$ cat src/design/u8u2_pkg.sv
`default_nettype none

package u8u2_pkg;

    // Width of the per-buffer unit counter.
    localparam int COUNT_BITS = 16;

    // Compare width wide enough for both the counter and max_units.
    localparam int CMP_W = (COUNT_BITS > 16) ? COUNT_BITS : 16;

    // Largest value the unit counter can hold.
    localparam logic [CMP_W-1:0] CNT_CAP = CMP_W'((64'd1 << COUNT_BITS) - 64'd1);

    localparam logic [15:0] MAX_UNITS_RESET = 16'hFFFF;

    // Byte boundaries.
    localparam logic [7:0] ASCII_MAX   = 8'h7F;
    localparam logic [7:0] LEAD2_MIN   = 8'hC2;
    localparam logic [7:0] LEAD2_MAX   = 8'hDF;
    localparam logic [7:0] LEAD3_MIN   = 8'hE0;
    localparam logic [7:0] LEAD3_MAX   = 8'hEF;
    localparam logic [7:0] LEAD3_SURR  = 8'hED;
    localparam logic [7:0] CONT_MIN    = 8'h80;
    localparam logic [7:0] CONT_LO_MAX = 8'h9F;
    localparam logic [7:0] CONT_HI_MIN = 8'hA0;
    localparam logic [7:0] CONT_MAX    = 8'hBF;

    // Lead classes of a three-byte sequence.
    localparam logic [1:0] LC_PLAIN = 2'd0;
    localparam logic [1:0] LC_E0    = 2'd1;
    localparam logic [1:0] LC_ED    = 2'd2;

    // Continuation bytes still due.
    localparam logic [1:0] PEND_NONE = 2'd0;
    localparam logic [1:0] PEND_ONE  = 2'd1;
    localparam logic [1:0] PEND_TWO  = 2'd2;

    typedef struct packed {
        logic       is_ascii;
        logic       is_lead2;
        logic       is_lead3;
        logic [1:0] lead_cls;
        logic       cont_lo;   // 80-9F
        logic       cont_hi;   // A0-BF
    } byte_class_t;

    typedef struct packed {
        logic [7:0]  data_byte;
        logic        final_byte;
        byte_class_t cls;
    } item_t;

    typedef struct packed {
        logic        unit_valid;
        logic [15:0] code_unit;
        logic        done_res;
        logic        status;
        logic [15:0] unit_count;
    } result_t;

endpackage

`default_nettype wire

$ cat src/design/utf8_to_ucs2_decoder.sv
// A byte accepted at the input is registered from the classifier into the queue,
//   then decoded into the output register, before its result shows at m_tvalid.
// Throughput: one byte per cycle while m_tready stays high; the decoder
//   output register and the two-entry queue absorb short output stalls.
// Reset: rst_n low clears queue, decoder state and output valid at once;
//   max_units returns to 65535.
`default_nettype none

module utf8_to_ucs2_decoder (
    input  wire logic        clk,
    input  wire logic        rst_n,

    // Configuration: unit capacity of the destination buffer.
    input  wire logic        max_units_we,
    input  wire logic [15:0] max_units_wdata,

    // Byte stream in.
    input  wire logic        s_tvalid,
    output logic             s_tready,
    input  wire logic [7:0]  s_tdata,   // [7:0] data_byte
    input  wire logic        s_tlast,   // final_byte

    // Code units out.
    output logic             m_tvalid,
    input  wire logic        m_tready,
    output logic [39:0]      m_tdata,   // [15:0] code_unit, [16] status,
                                        // [32:17] unit_count, [39:33] zero
    output logic             m_tlast,   // done_res
    output logic             m_tuser    // unit_valid
);

    logic [15:0]       max_units_reg;
    u8u2_pkg::item_t   front_item;
    u8u2_pkg::item_t   q_item;
    logic              q_valid;
    logic              q_ready;
    u8u2_pkg::result_t res;

    // Capacity register; the user must write it only between buffers (not enforced here).
    always_ff @(posedge clk or negedge rst_n)
    begin
        if (!rst_n)
        begin
            max_units_reg <= u8u2_pkg::MAX_UNITS_RESET;
        end
        else if (max_units_we)
        begin
            max_units_reg <= max_units_wdata;
        end
    end

    // Front: classify each byte as it arrives (ASCII, lead, continuation range).
    u8u2_front u_front (
        .data_byte  (s_tdata),
        .final_byte (s_tlast),
        .item       (front_item)
    );

    // Short queue so the input side keeps taking transfers while the decoder
    // waits on a stalled output.
    u8u2_queue u_queue (
        .clk        (clk),
        .rst_n      (rst_n),
        .push_valid (s_tvalid),
        .push_ready (s_tready),
        .push_item  (front_item),
        .pop_valid  (q_valid),
        .pop_ready  (q_ready),
        .pop_item   (q_item)
    );

    // Back: sequence state, validation, unit limit and status report.
    u8u2_back u_back (
        .clk        (clk),
        .rst_n      (rst_n),
        .max_units  (max_units_reg),
        .in_valid   (q_valid),
        .in_ready   (q_ready),
        .in_item    (q_item),
        .out_valid  (m_tvalid),
        .out_ready  (m_tready),
        .out_res    (res)
    );

    assign m_tdata = {7'b0, res.unit_count, res.status, res.code_unit};
    assign m_tlast = res.done_res;
    assign m_tuser = res.unit_valid;

endmodule

`default_nettype wire

$ cat src/design/u8u2_front.sv
`default_nettype none

// Classifies each incoming byte so the decoder only sees ready-made flags.
module u8u2_front (
    input  wire logic [7:0]     data_byte,
    input  wire logic           final_byte,
    output u8u2_pkg::item_t     item
);

    always_comb
    begin
        item.data_byte    = data_byte;
        item.final_byte   = final_byte;
        item.cls.is_ascii = (data_byte <= u8u2_pkg::ASCII_MAX);
        item.cls.is_lead2 = (data_byte >= u8u2_pkg::LEAD2_MIN) &&
                            (data_byte <= u8u2_pkg::LEAD2_MAX);
        item.cls.is_lead3 = (data_byte >= u8u2_pkg::LEAD3_MIN) &&
                            (data_byte <= u8u2_pkg::LEAD3_MAX);
        item.cls.cont_lo  = (data_byte >= u8u2_pkg::CONT_MIN) &&
                            (data_byte <= u8u2_pkg::CONT_LO_MAX);
        item.cls.cont_hi  = (data_byte >= u8u2_pkg::CONT_HI_MIN) &&
                            (data_byte <= u8u2_pkg::CONT_MAX);
        priority if (data_byte == u8u2_pkg::LEAD3_MIN)
        begin
            item.cls.lead_cls = u8u2_pkg::LC_E0;
        end
        else if (data_byte == u8u2_pkg::LEAD3_SURR)
        begin
            item.cls.lead_cls = u8u2_pkg::LC_ED;
        end
        else
        begin
            item.cls.lead_cls = u8u2_pkg::LC_PLAIN;
        end
    end

endmodule

`default_nettype wire

$ cat src/design/u8u2_queue.sv
`default_nettype none

// Two-entry queue between classifier and decoder.
module u8u2_queue (
    input  wire logic            clk,
    input  wire logic            rst_n,
    input  wire logic            push_valid,
    output logic                 push_ready,
    input  wire u8u2_pkg::item_t push_item,
    output logic                 pop_valid,
    input  wire logic            pop_ready,
    output u8u2_pkg::item_t      pop_item
);

    u8u2_pkg::item_t entry_reg [2];
    logic [1:0] count_reg, count_next;
    logic       wr_ptr_reg, wr_ptr_next;
    logic       rd_ptr_reg, rd_ptr_next;
    logic       do_push, do_pop;

    assign push_ready = (count_reg != 2'd2);
    assign pop_valid  = (count_reg != 2'd0);
    assign pop_item   = entry_reg[rd_ptr_reg];
    assign do_push    = push_valid && push_ready;
    assign do_pop     = pop_valid && pop_ready;

    always_comb
    begin
        wr_ptr_next = do_push ? ~wr_ptr_reg : wr_ptr_reg;
        rd_ptr_next = do_pop ? ~rd_ptr_reg : rd_ptr_reg;
        count_next  = count_reg + {1'b0, do_push} - {1'b0, do_pop};
    end

    always_ff @(posedge clk or negedge rst_n)
    begin
        if (!rst_n)
        begin
            count_reg  <= 2'd0;
            wr_ptr_reg <= 1'b0;
            rd_ptr_reg <= 1'b0;
        end
        else
        begin
            count_reg  <= count_next;
            wr_ptr_reg <= wr_ptr_next;
            rd_ptr_reg <= rd_ptr_next;
        end
    end

    always_ff @(posedge clk)
    begin
        if (do_push)
        begin
            entry_reg[wr_ptr_reg] <= push_item;
        end
    end

endmodule

`default_nettype wire

$ cat src/design/u8u2_back.sv
`default_nettype none

// Sequence decoder with its own output register.
module u8u2_back (
    input  wire logic            clk,
    input  wire logic            rst_n,
    input  wire logic [15:0]     max_units,
    input  wire logic            in_valid,
    output logic                 in_ready,
    input  wire u8u2_pkg::item_t in_item,
    output logic                 out_valid,
    input  wire logic            out_ready,
    output u8u2_pkg::result_t    out_res
);

    logic [1:0]                      pend_reg, pend_next;
    logic [1:0]                      lc_reg, lc_next;
    logic [15:0]                     partial_reg, partial_next;
    logic [u8u2_pkg::COUNT_BITS-1:0] units_reg, units_next;
    logic                            disc_reg, disc_next;
    logic                            err_reg, err_next;
    logic                            out_valid_reg;
    u8u2_pkg::result_t               res_reg, res_next;

    logic [u8u2_pkg::CMP_W-1:0] limit;
    logic                       below_limit;
    logic                       emit;
    logic                       cont_ok;
    logic                       pop;
    logic                       bad;
    logic [15:0]                unit;

    assign limit = (u8u2_pkg::CMP_W'(max_units) < u8u2_pkg::CNT_CAP) ?
                   u8u2_pkg::CMP_W'(max_units) : u8u2_pkg::CNT_CAP;
    assign below_limit = (u8u2_pkg::CMP_W'(units_reg) < limit);

    assign in_ready  = !out_valid_reg || out_ready;
    assign pop       = in_valid && in_ready;
    assign out_valid = out_valid_reg;
    assign out_res   = res_reg;

    always_comb
    begin
        pend_next    = pend_reg;
        lc_next      = lc_reg;
        partial_next = partial_reg;
        units_next   = units_reg;
        disc_next    = disc_reg;
        err_next     = err_reg;
        emit         = 1'b0;
        bad          = 1'b0;
        unit         = 16'h0000;

        if ((pend_reg == u8u2_pkg::PEND_TWO) && (lc_reg == u8u2_pkg::LC_E0))
        begin
            cont_ok = in_item.cls.cont_hi;
        end
        else if ((pend_reg == u8u2_pkg::PEND_TWO) && (lc_reg == u8u2_pkg::LC_ED))
        begin
            cont_ok = in_item.cls.cont_lo;
        end
        else
        begin
            cont_ok = in_item.cls.cont_lo || in_item.cls.cont_hi;
        end

        if (!disc_reg)
        begin
            if (pend_reg == u8u2_pkg::PEND_NONE)
            begin
                priority if (!below_limit)
                begin
                    disc_next = 1'b1;
                end
                else if (in_item.cls.is_ascii)
                begin
                    unit = {8'h00, in_item.data_byte};
                    emit = 1'b1;
                end
                else if (in_item.cls.is_lead2)
                begin
                    partial_next = {5'b0, in_item.data_byte[4:0], 6'b0};
                    pend_next    = u8u2_pkg::PEND_ONE;
                    lc_next      = u8u2_pkg::LC_PLAIN;
                end
                else if (in_item.cls.is_lead3)
                begin
                    partial_next = {in_item.data_byte[3:0], 12'h000};
                    pend_next    = u8u2_pkg::PEND_TWO;
                    lc_next      = in_item.cls.lead_cls;
                end
                else
                begin
                    bad = 1'b1;
                end
            end
            else
            begin
                priority if (!cont_ok)
                begin
                    bad = 1'b1;
                end
                else if (pend_reg == u8u2_pkg::PEND_TWO)
                begin
                    partial_next = partial_reg | {4'h0, in_item.data_byte[5:0], 6'b0};
                    pend_next    = u8u2_pkg::PEND_ONE;
                end
                else
                begin
                    unit      = partial_reg | {10'b0, in_item.data_byte[5:0]};
                    pend_next = u8u2_pkg::PEND_NONE;
                    lc_next   = u8u2_pkg::LC_PLAIN;
                    emit      = 1'b1;
                end
            end
        end

        if (emit && below_limit)
        begin
            units_next = units_reg + 1'b1;
        end

        // A buffer that ends inside a sequence counts as truncated.
        if (in_item.final_byte && !disc_next && (pend_next != u8u2_pkg::PEND_NONE))
        begin
            bad = 1'b1;
        end

        if (bad)
        begin
            err_next  = 1'b1;
            disc_next = 1'b1;
            pend_next = u8u2_pkg::PEND_NONE;
            lc_next   = u8u2_pkg::LC_PLAIN;
        end

        res_next.unit_valid = emit;
        res_next.code_unit  = unit;
        res_next.done_res   = in_item.final_byte;
        res_next.status     = in_item.final_byte && err_next;
        res_next.unit_count = in_item.final_byte ? 16'(units_next) : 16'h0000;

        if (in_item.final_byte)
        begin
            pend_next    = u8u2_pkg::PEND_NONE;
            lc_next      = u8u2_pkg::LC_PLAIN;
            partial_next = 16'h0000;
            units_next   = '0;
            disc_next    = 1'b0;
            err_next     = 1'b0;
        end
    end

    always_ff @(posedge clk or negedge rst_n)
    begin
        if (!rst_n)
        begin
            pend_reg      <= u8u2_pkg::PEND_NONE;
            lc_reg        <= u8u2_pkg::LC_PLAIN;
            partial_reg   <= 16'h0000;
            units_reg     <= '0;
            disc_reg      <= 1'b0;
            err_reg       <= 1'b0;
            out_valid_reg <= 1'b0;
        end
        else
        begin
            if (pop)
            begin
                pend_reg      <= pend_next;
                lc_reg        <= lc_next;
                partial_reg   <= partial_next;
                units_reg     <= units_next;
                disc_reg      <= disc_next;
                err_reg       <= err_next;
                out_valid_reg <= emit || in_item.final_byte;
            end
            else if (out_ready)
            begin
                out_valid_reg <= 1'b0;
            end
        end
    end

    always_ff @(posedge clk)
    begin
        if (pop && (emit || in_item.final_byte))
        begin
            res_reg <= res_next;
        end
    end

endmodule

`default_nettype wire
$ cat config.mk
export PLATFORM = sky130hd
export DESIGN_NAME = utf8_to_ucs2_decoder
export DESIGN_NICKNAME = d
export VERILOG_FILES = /design/src/design/u8u2_pkg.sv /design/src/design/utf8_to_ucs2_decoder.sv /design/src/design/u8u2_front.sv /design/src/design/u8u2_queue.sv /design/src/design/u8u2_back.sv
export SDC_FILE = /design/constraint.sdc
export NUM_CORES = 1
export LEC_CHECK = 0
export BUFFER_PORTS_ARGS = -buffer_cell sky130_fd_sc_hd__buf_2
export CAP_MARGIN = 20
export CORE_MARGIN = 2
export CORE_UTILIZATION = 63
export CTS_CLUSTER_DIAMETER = 150
export DETAILED_ROUTE_END_ITERATION = 6
export HOLD_SLACK_MARGIN = 0.06
export PLACE_DENSITY = 0.94
export SYNTH_ARGS = -nofsm -noshare
export SYNTH_HDL_FRONTEND = slang
export SYNTH_SLANG_ARGS = --single-unit
$ cat constraint.sdc
create_clock -name clk -period 9.05 [get_ports clk]
set_input_delay 0.905 -clock clk [delete_from_list [all_inputs] [get_ports clk]]
set_output_delay 0.905 -clock clk [all_outputs]
set_load 0.02 [all_outputs]
==> metrics.yaml <==
yosys:
  netlist_instances: 519
  synthMuxAreaShare: 0.04026
  synth-seq-cells: 120
  synth.most_common_cell: "edfxtp_1"
  syn_area_per_cell_um2: 11.44
  synth_top_area_share: 0.3390
  yosysSeqAreaShare: 0.5658
  synth_edf_count: 67
  synthXorXnorAreaFrac: 0.01180
  async_reset_ff_frac: 0.4417
  syn_area_um2: 5936
  synth_common_cells: "67 x edfxtp_1, 45 x nand2_1, 38 x nor2_1"
  synth_fa_ha_area_frac: 0.03794
  synth_cell_type_count: 74
  synthSimpleGateAreaFrac: 0.1524
  synth_top_area_cell: "edfxtp_1"
  synth_compound_area_frac: 0.1457
  synthFlopType: "edfxtp_1"
  synth_area_leaders: "edfxtp_1 34%, dfrtp_1 16%, dfstp_2 7.1%, ha_1 3.8%, nand2_1 2.8%"
  synth_top_family_by_area: "simple AND/OR/NAND/NOR gates"
  ys_warn_count: 0
global_route:
  grt_pass1_wl_um: 21420
  overflow: 0
  grt_max_degree: 54
  antenna_found_initial: 0
  grt.total_usage: 0.2768
  grt_pass1_vias: 4573
drt:
  dr_wl_met3_um: 929
  via_per_inst: 6.486
  drtAntennaViolNets: 0
  drc: 1
  highest_layer: "met4"
  wirelength_um: 13850
  met2_length_um: 7149
  drt_pass1_iterations: 7
  dr_total_vias: 4579
  met1Wirelength_um: 5225
  detail_route.wl_per_cell_um: 19.61
  drt-initial-drc-count: 379
clocking:
  cts_hold_buf: 0
  cts_buffers: 17
  cts_buffer_depth: 2
  cts.sinks: 120
  cts_tree: "done"
  htree_levels: 4
  clk_latency_ps: 540
  clk_pin_slew_ps: 60
  cts_root_buffer: "clkbuf_8"
  cts_resized: 0
  cts_setup_buffers: 0
setup_path:
  slowest_delay_ps: 960
  crit_fanout: 30
  critPathTopFamily: "simple AND/OR/NAND/NOR gates"
  crit_slowest_cell: "dfrtp_1"
  critPathLaunchType: "flop"
  cp.arrival_ps: 3930
  path_cells: "mux2i_2, buf_4, inv_1, nor3_1, nand2_1, nor4_1, o21ai_1, o2bb2ai_1"
  cp.required_ps: 9500
  path_buf_inv: 2
  critPathKind: "reg -> reg"
  cp-end-kind: "flop"
timing:
  hold_viol_final: 0
  finalSetupTns_ps: 0
  fin_crit_ps: 3478
  maxSlewHeadroom: 0.3789
  rsz0062_at_grt: "false"
  finalCritPeriodShare: 0.3844
  tightest_slew_ps: 931.6
  setup_violations: 0
  finalClockSkew_ps: 8.524
  fmax_ghz: 0.2875
  slew_violations: 0
placement:
  port-buffer-count: 66
  dp.cells: 673
  post-dp-hpwl_um: 9005
  place_congestion: 0.9319
die:
  boundaryPins: 74
  dieWidth_um: 101.1
  initial_core_util: 0.6454
  die_y_um: 101.1
  row_count: 35
  core_area_um2: 9196
  die-area_um2: 10210
layout:
  final_cells: 706
  final_layout_size_suffix_gt1_frac: 0.2336
  syn_to_final_growth_pct: 16.93
  fin_nets: 630
  antenna_cells: 0
  largest_reg_flops: 35
hold_path:
  hold_class: "reg -> reg"
status:
  violations: "design-rule violations"
  outcome: "finished, violations left"
pwr:
  power.leakage_nw: 2.936
  powerDensity_nw_per_um2: 378.1
  max-vdd-ir-drop_mv: 0.3241
job:
  cap_violations: 0
kinds of logic (layout without fill, tap and decap cells):
family	after synthesis	in the layout
mux	23	23
flops	120	120
compound gates	118	118
other cells	1	7
fa+ha+maj	18	18
xor+xnor	8	8
simple gates	173	173
buf+inv	58	128
metrics by stage:
step | setup WS (ps) | hold slack [ps] | util | instance area [µm²] | power (mW)
final | 5572 | 490.2 | 0.7547 | 6940 | 2.624
after global routing | 5430 | 496.8 | 0.7547 | 6940 | 2.738
after CTS | 5526 | 490.4 | 0.7517 | 6913 | 2.592
after detailed placement | 5514 | 472.5 | 0.6846 | 6296 | 1.874
after global placement | 5648 | 466.9 | 0.6838 | 6289 | 1.822
after floorplan | 4991 | 448.1 | - | 5958 | 1.617
metal layers:
metal	global-route usage	up-vias
li1	-	2063
met1	0.3106	2197
met2	0.4748	250
met3	0.07282	69
met4	0.1601	0
met5	0	-
worst paths after layout:
check	startpoint	to	slack [ps]	depth (start not counted)
setup / recovery	u_queue.rd_ptr_reg$_DFFE_PN0P_	u_back.partial_reg[10]$_DFFE_PN0P_	5570	8
hold / removal	u_back.partial_reg[8]$_DFFE_PN0P_	u_back.partial_reg[8]$_DFFE_PN0P_	490	1
setup reg to reg	u_queue.rd_ptr_reg$_DFFE_PN0P_	u_back.partial_reg[10]$_DFFE_PN0P_	5570	8
hold reg to reg	u_back.partial_reg[8]$_DFFE_PN0P_	u_back.partial_reg[8]$_DFFE_PN0P_	490	1
max in group asynchronous	rst_n	u_queue.count_reg[0]$_DFF_PN0_	8060	2
min in group asynchronous	rst_n	u_back.units_reg[12]$_DFFE_PN0P_	520	2
power breakdown:
group / internal (mW) / switching (mW)
clock network: 0.432 / 0.272
logic: 0.324 / 0.625
registers: 0.819 / 0.152
final cells by class:
class | instances | area, µm²
Fill cell | 594 | 2256
Inverter | 26 | 97.59
Multi-Input combinational cell | 347 | 2349
Timing Repair Buffer | 70 | 380.4
Clock inverter | 15 | 202.7
Sequential cell | 120 | 3358
Tap cell | 111 | 138.9
Clock buffer | 17 | 414.1
worst register-to-register path, stage by stage (launching register included):
cell       delay (ps)
dfrtp_1           960
mux2i_2           290
buf_4             360
inv_1             340
nor3_1            610
nand2_1           170
nor4_1            220
o21ai_1           230
o2bb2ai_1         210
layout by cell type (no fill, tap or decap), drive strengths merged, types with 4 or more instances in the layout:
cell     netlist  layout
buf           15      70
edfxtp        67      67
nand2         45      45
nor2          39      39
dfrtp         37      37
inv           25      35
o21ai         31      31
ha            18      18
nand3         18      18
a21oi         17      17
clkbuf        17      17
dfstp         16      16
mux2i         16      16
and2          10      10
nand4         10      10
o2bb2ai        9       9
o31ai          9       9
nor3           8       8
or3            8       8
or4            7       7
conb           1       7
mux2           7       7
o211ai         6       6
xnor2          6       6
nor4           6       6
a32oi          5       5
o311ai         5       5
o21a           4       4
and3           4       4
a31oi          4       4
Power figures use the tool's default switching activity.
